==> src/sv/ftg_pkg.sv <==
`timescale 1ns / 1ps
`default_nettype none
// ----------------------------------------------------------------------------
// ftg_pkg
// Shared constants and the gamma threshold function for the filmic tone
// mapper.
// ----------------------------------------------------------------------------
package ftg_pkg;

    localparam int unsigned IN_BITS_DEF  = 16;
    localparam int unsigned OUT_BITS_DEF = 8;

    localparam int unsigned GAIN_W     = 16;
    localparam int unsigned GAIN_RESET = 4710;

    localparam int unsigned X_FRAC    = 20;
    localparam int unsigned TONE_FRAC = 16;
    localparam int unsigned F_W       = TONE_FRAC + 1;

    localparam int unsigned CURVE_NUM_SQ  = 251;
    localparam int unsigned CURVE_NUM_LIN = 3;
    localparam int unsigned CURVE_DEN_SQ  = 243;
    localparam int unsigned CURVE_DEN_LIN = 59;
    localparam int unsigned CURVE_DEN_K   = 14;

    localparam int unsigned GAMMA_NUM = 5;
    localparam int unsigned GAMMA_DEN = 11;

    // exposure, square partials, square sum, curve terms, divider setup,
    // one divider stage per quotient bit, saturation
    localparam int unsigned TONE_LAT = 5 + F_W + 1;

    localparam int unsigned CFG_ADDR_W = 3;
    localparam int unsigned CFG_DATA_W = 32;
    localparam logic [CFG_ADDR_W-3:0] REG_GAIN_IDX = '0;

    localparam int unsigned GW = 320;

    // Smallest tone value F (Q1.16) whose encoded code reaches c.
    function automatic logic [F_W-1:0] gamma_threshold(input int unsigned c,
                                                       input int unsigned out_bits);
        logic [GW-1:0]  p;
        logic [GW-1:0]  r;
        logic [GW-1:0]  t;
        logic [F_W-1:0] lo;
        logic [F_W-1:0] hi;
        logic [F_W-1:0] mid;
        logic [F_W:0]   sum;
        int unsigned    m;
        int unsigned    k;
        if (c == 0) begin
            return '0;
        end
        m = (32'd1 << out_bits) - 1;
        p = GW'(1);
        for (k = 0; k < GAMMA_DEN; k++) begin
            p = p * GW'(2 * m);
        end
        r = GW'(1);
        for (k = 0; k < GAMMA_DEN; k++) begin
            r = r * GW'(2 * c - 1);
        end
        r = r << (GAMMA_NUM * TONE_FRAC);
        lo = '0;
        hi = F_W'(1) << TONE_FRAC;
        while (lo < hi) begin
            sum = {1'b0, lo} + {1'b0, hi};
            mid = sum[F_W:1];
            t = GW'(1);
            for (k = 0; k < GAMMA_NUM; k++) begin
                t = t * GW'(mid);
            end
            t = t * p;
            if (t >= r) begin
                hi = mid;
            end else begin
                lo = mid + F_W'(1);
            end
        end
        return hi;
    endfunction

endpackage
`default_nettype wire

==> src/sv/ftg_merge.sv <==
`timescale 1ns / 1ps
`default_nettype none
// ----------------------------------------------------------------------------
// ftg_merge
// Output stage: takes the merged lane codes into an output register with a
// skid entry, so the pipeline sees a registered ready.
// ----------------------------------------------------------------------------
module ftg_merge #(
    parameter int DATA_W = 24
) (
    input  wire logic              aclk,
    input  wire logic              aresetn,
    input  wire logic              in_valid,
    output logic                   in_ready,
    input  wire logic [DATA_W-1:0] in_data,
    output logic                   m_valid,
    input  wire logic              m_ready,
    output logic [DATA_W-1:0]      m_data
);
    import ftg_pkg::*;

    logic              out_valid_reg, out_valid_next;
    logic              skid_valid_reg, skid_valid_next;
    logic [DATA_W-1:0] out_data_reg, out_data_next;
    logic [DATA_W-1:0] skid_data_reg, skid_data_next;
    logic              in_take;

    always_comb begin
        out_valid_next  = out_valid_reg;
        skid_valid_next = skid_valid_reg;
        out_data_next   = out_data_reg;
        skid_data_next  = skid_data_reg;
        in_take         = in_valid && !skid_valid_reg;
        if (skid_valid_reg) begin
            if (m_ready) begin
                out_data_next   = skid_data_reg;
                skid_valid_next = 1'b0;
            end
        end else if (in_take) begin
            if (!out_valid_reg || m_ready) begin
                out_data_next  = in_data;
                out_valid_next = 1'b1;
            end else begin
                skid_data_next  = in_data;
                skid_valid_next = 1'b1;
            end
        end else if (m_ready) begin
            out_valid_next = 1'b0;
        end
    end

    always_ff @(posedge aclk) begin
        if (!aresetn) begin
            out_valid_reg  <= 1'b0;
            skid_valid_reg <= 1'b0;
        end else begin
            out_valid_reg  <= out_valid_next;
            skid_valid_reg <= skid_valid_next;
        end
    end

    always_ff @(posedge aclk) begin
        out_data_reg  <= out_data_next;
        skid_data_reg <= skid_data_next;
    end

    assign in_ready = !skid_valid_reg;
    assign m_valid  = out_valid_reg;
    assign m_data   = out_data_reg;

endmodule
`default_nettype wire

==> config.mk <==
export PLATFORM = sky130hd
export DESIGN_NAME = ftg_merge
export DESIGN_NICKNAME = d
export VERILOG_FILES = /design/src/sv/ftg_pkg.sv /design/src/sv/ftg_merge.sv
export SDC_FILE = /design/constraint.sdc
export NUM_CORES = 1
export LEC_CHECK = 0
export ABC_CLOCK_PERIOD_IN_PS = 3000
export BUFFER_PORTS_ARGS = -buffer_cell sky130_fd_sc_hd__buf_4
export CORE_MARGIN = 4
export CORE_UTILIZATION = 53
export CTS_BUF_LIST = sky130_fd_sc_hd__clkbuf_8
export DETAILED_ROUTE_END_ITERATION = 8
export PLACE_DENSITY = 0.81
export SLEW_MARGIN = 15
export SYNTH_ARGS = -nofsm -noshare
export SYNTH_HDL_FRONTEND = slang
export SYNTH_SLANG_ARGS = --single-unit
==> constraint.sdc <==
create_clock -name aclk -period 3 [get_ports aclk]
set_input_delay 0.3 -clock aclk [delete_from_list [all_inputs] [get_ports aclk]]
set_output_delay 0.3 -clock aclk [all_outputs]
set_load 0.005 [all_outputs]
==> run_results.csv <==
group,metric,value,unit
floorplanning,die_h,68.41,µm
synthesis,syn_area_per_cell,21.98,µm²
floorplanning,dieArea,0.004680,mm²
floorplanning,core.rowCount,21,
synthesis,ys_seq_elements,50,
sta,finalSetupViolCount,0,
grt,grt-ovfl-total,0,
clock_network,cts_resized,0,
min_path,hold_class,"input port to flip-flop",
routing,vias,956,
routing,dr.first_iter.drc_count,43,
clock_network,clockBufferDepth,2,
sta,relSlewSlack,0.6966,
synthesis,synth_cell_type_count,14,
routing,wirelength,3085,µm
sta,clock-skew-final,0.005477,ns
final_layout,final_cell_mix,"buf_4, edfxtp_1, mux2_4",
synthesis,ys_seq_area_frac,0.7658,
sta,holdWs,0.1747,ns
setup_path,worstSetupEndpointType,"flip-flop",
routing,routedWlPerCell,15.74,µm
final_layout,regArea,0.001483,mm²
clock_network,cts_made_buffers,5,
grt,grt_first_pass_wirelength,4781,µm
setup_path,crit_fanout,17,
routing,dr.pass1.iters,4,
final_layout,multi_input_area,420.4,µm²
floorplanning,io_pins,54,
synthesis,netlist_instances,88,
grt,antenna_found_initial,0,
placement,post_dp_cell_area,0.002392,mm²
final_layout,num_antenna_cells,0,
routing,viasPerCell,4.878,
sta,period_minus_slack,1.720,ns
placement,pre_cts_slack,1.285,ns
clock_network,root_buffer,"clkbuf_8",
synthesis,yosys.area.top_type,"edfxtp_1",
routing,ant_nets,0,
pwr,p_total,1.435,mW
sta,finalHoldViolations,0,
setup_path,crit_type,"flip-flop to flip-flop",
clock_network,holdBufCountCts,0,
floorplanning,start_util,0.5620,
floorplanning,die_w,68.41,µm
pwr,vdd_drop_max,495.0,µV
synthesis,syn_area,0.001934,mm²
sta,setup_slack,1.280,ns
synthesis,syn_nets,116,
run,cap_violations,0,
clock_network,htree_levels,2,
sta,fin_tns_setup,0,ns
synthesis,synthTopCellsByArea,"edfxtp_1, mux2_4, dfxtp_1",
pwr,p_leak,0.9859,nW
sta,period_share,0.5734,
clock_network,path_clk_slew,0.09,ns
placement,numPortBuffers,53,
final_layout,final_net_count,177,
synthesis,ys.warnings.count,0,
clock_network,cts_tree,"yes",
placement,routabilityCongestion,0.6933,
sta,maxSlewViolCount,0,
grt,grt_max_degree,18,
synthesis,yosysTopAreaCellShare,0.7451,
clock_network,clkLatencyLatePin,0.30,ns
final_layout,area_delta_synth_final,29.75,%
setup_path,cp.required,3.00,ns
sta,timing.fmax,581.3,MHz
floorplanning,core-area,0.003442,mm²
outcome,status,"completed",
setup_path,crit_arrival,1.72,ns
sta,rsz0062_at_grt,"no",
final_layout,design_area,0.002510,mm²
sta,worst_pin_slew,0.4551,ns
clock_network,cts.sinks,50,
setup_path,cp-start-kind,"flip-flop",
routing,drc_errors,0,
final_layout,drive_above_1_share,0.6067,
grt,track_usage,0.1504,
grt,grt_pass1_vias,963,
clock_network,cts_setup_buffers,0,
final_layout,final_common_cell,"buf_4",
final_layout,nFillCells,213,
pwr,powerDensity,571.6,mW/mm²
[cell families (layout without fill, tap and decap cells)]
group | count (synthesis) | count (layout) | share of synthesized area
buf+inv | 4 | 66 | 0.01940
flops | 50 | 50 | 0.7658
mux | 24 | 24 | 0.1863
compound gates | 3 | 3 | 0.009698
simple gates | 7 | 7 | 0.01876
[per-layer routing]
layer,vias to the layer above,routed length (µm),GRT usage
li1,459,-,-
met1,446,1249,0.1729
met2,41,1538,0.2443
met3,10,217,0.05747
met4,0,80,0.07444
met5,-,0,0
[report_power, final]
group          switching (mW)  total, mW  internal [mW]
sequential             0.0139      0.821          0.807
clock                   0.225      0.479          0.254
combinational          0.0481      0.135         0.0865
[stage by stage]
stage	std cells	utilization
6_report	196	0.7292
5_1_grt	196	0.7292
4_1_cts	196	0.7292
3_5_place_dp	188	0.6950
3_3_place_gp	188	0.6950
2_1_floorplan	88	-
[critical path: stages, from the launching register on]
cell     delay, ns
dfxtp_2       0.62
o22a_1        0.48
buf_4         0.31
[final timing paths]
| check | from | to | slack (ns) | cells past startpoint |
|---|---|---|---|---|
| worst min-delay path | in_data[9] | skid_data_reg[9]$_DFFE_PP_ | 0.17 | 1 |
| worst max register to register | skid_valid_reg$_SDFF_PN0_ | m_data[7]$_DFFE_PP_ | 1.28 | 2 |
| worst min register to register | m_valid$_SDFFE_PN0P_ | m_valid$_SDFFE_PN0P_ | 0.52 | 2 |
| worst max-delay path | skid_valid_reg$_SDFF_PN0_ | m_data[7]$_DFFE_PP_ | 1.28 | 2 |
[synth_stat cells]
master / number
a21oi_1: 1
mux2_4: 24
nor2_1: 1
dfxtp_1: 2
inv_1: 1
o22a_1: 1
nor3_1: 1
nand2b_1: 1
buf_6: 3
nand2_1: 2
o21ai_1: 1
nor2b_1: 1
edfxtp_1: 48
nand3b_1: 1
[final cells by class]
class,count,area share
Sequential cell,50,0.5907
Timing Repair Buffer,57,0.1705
Multi-Input combinational cell,34,0.1675
Clock buffer,5,0.02742
Tap cell,46,0.02293
Clock inverter,3,0.01944
Inverter,1,0.001496
(Power assumes the default switching activity.)
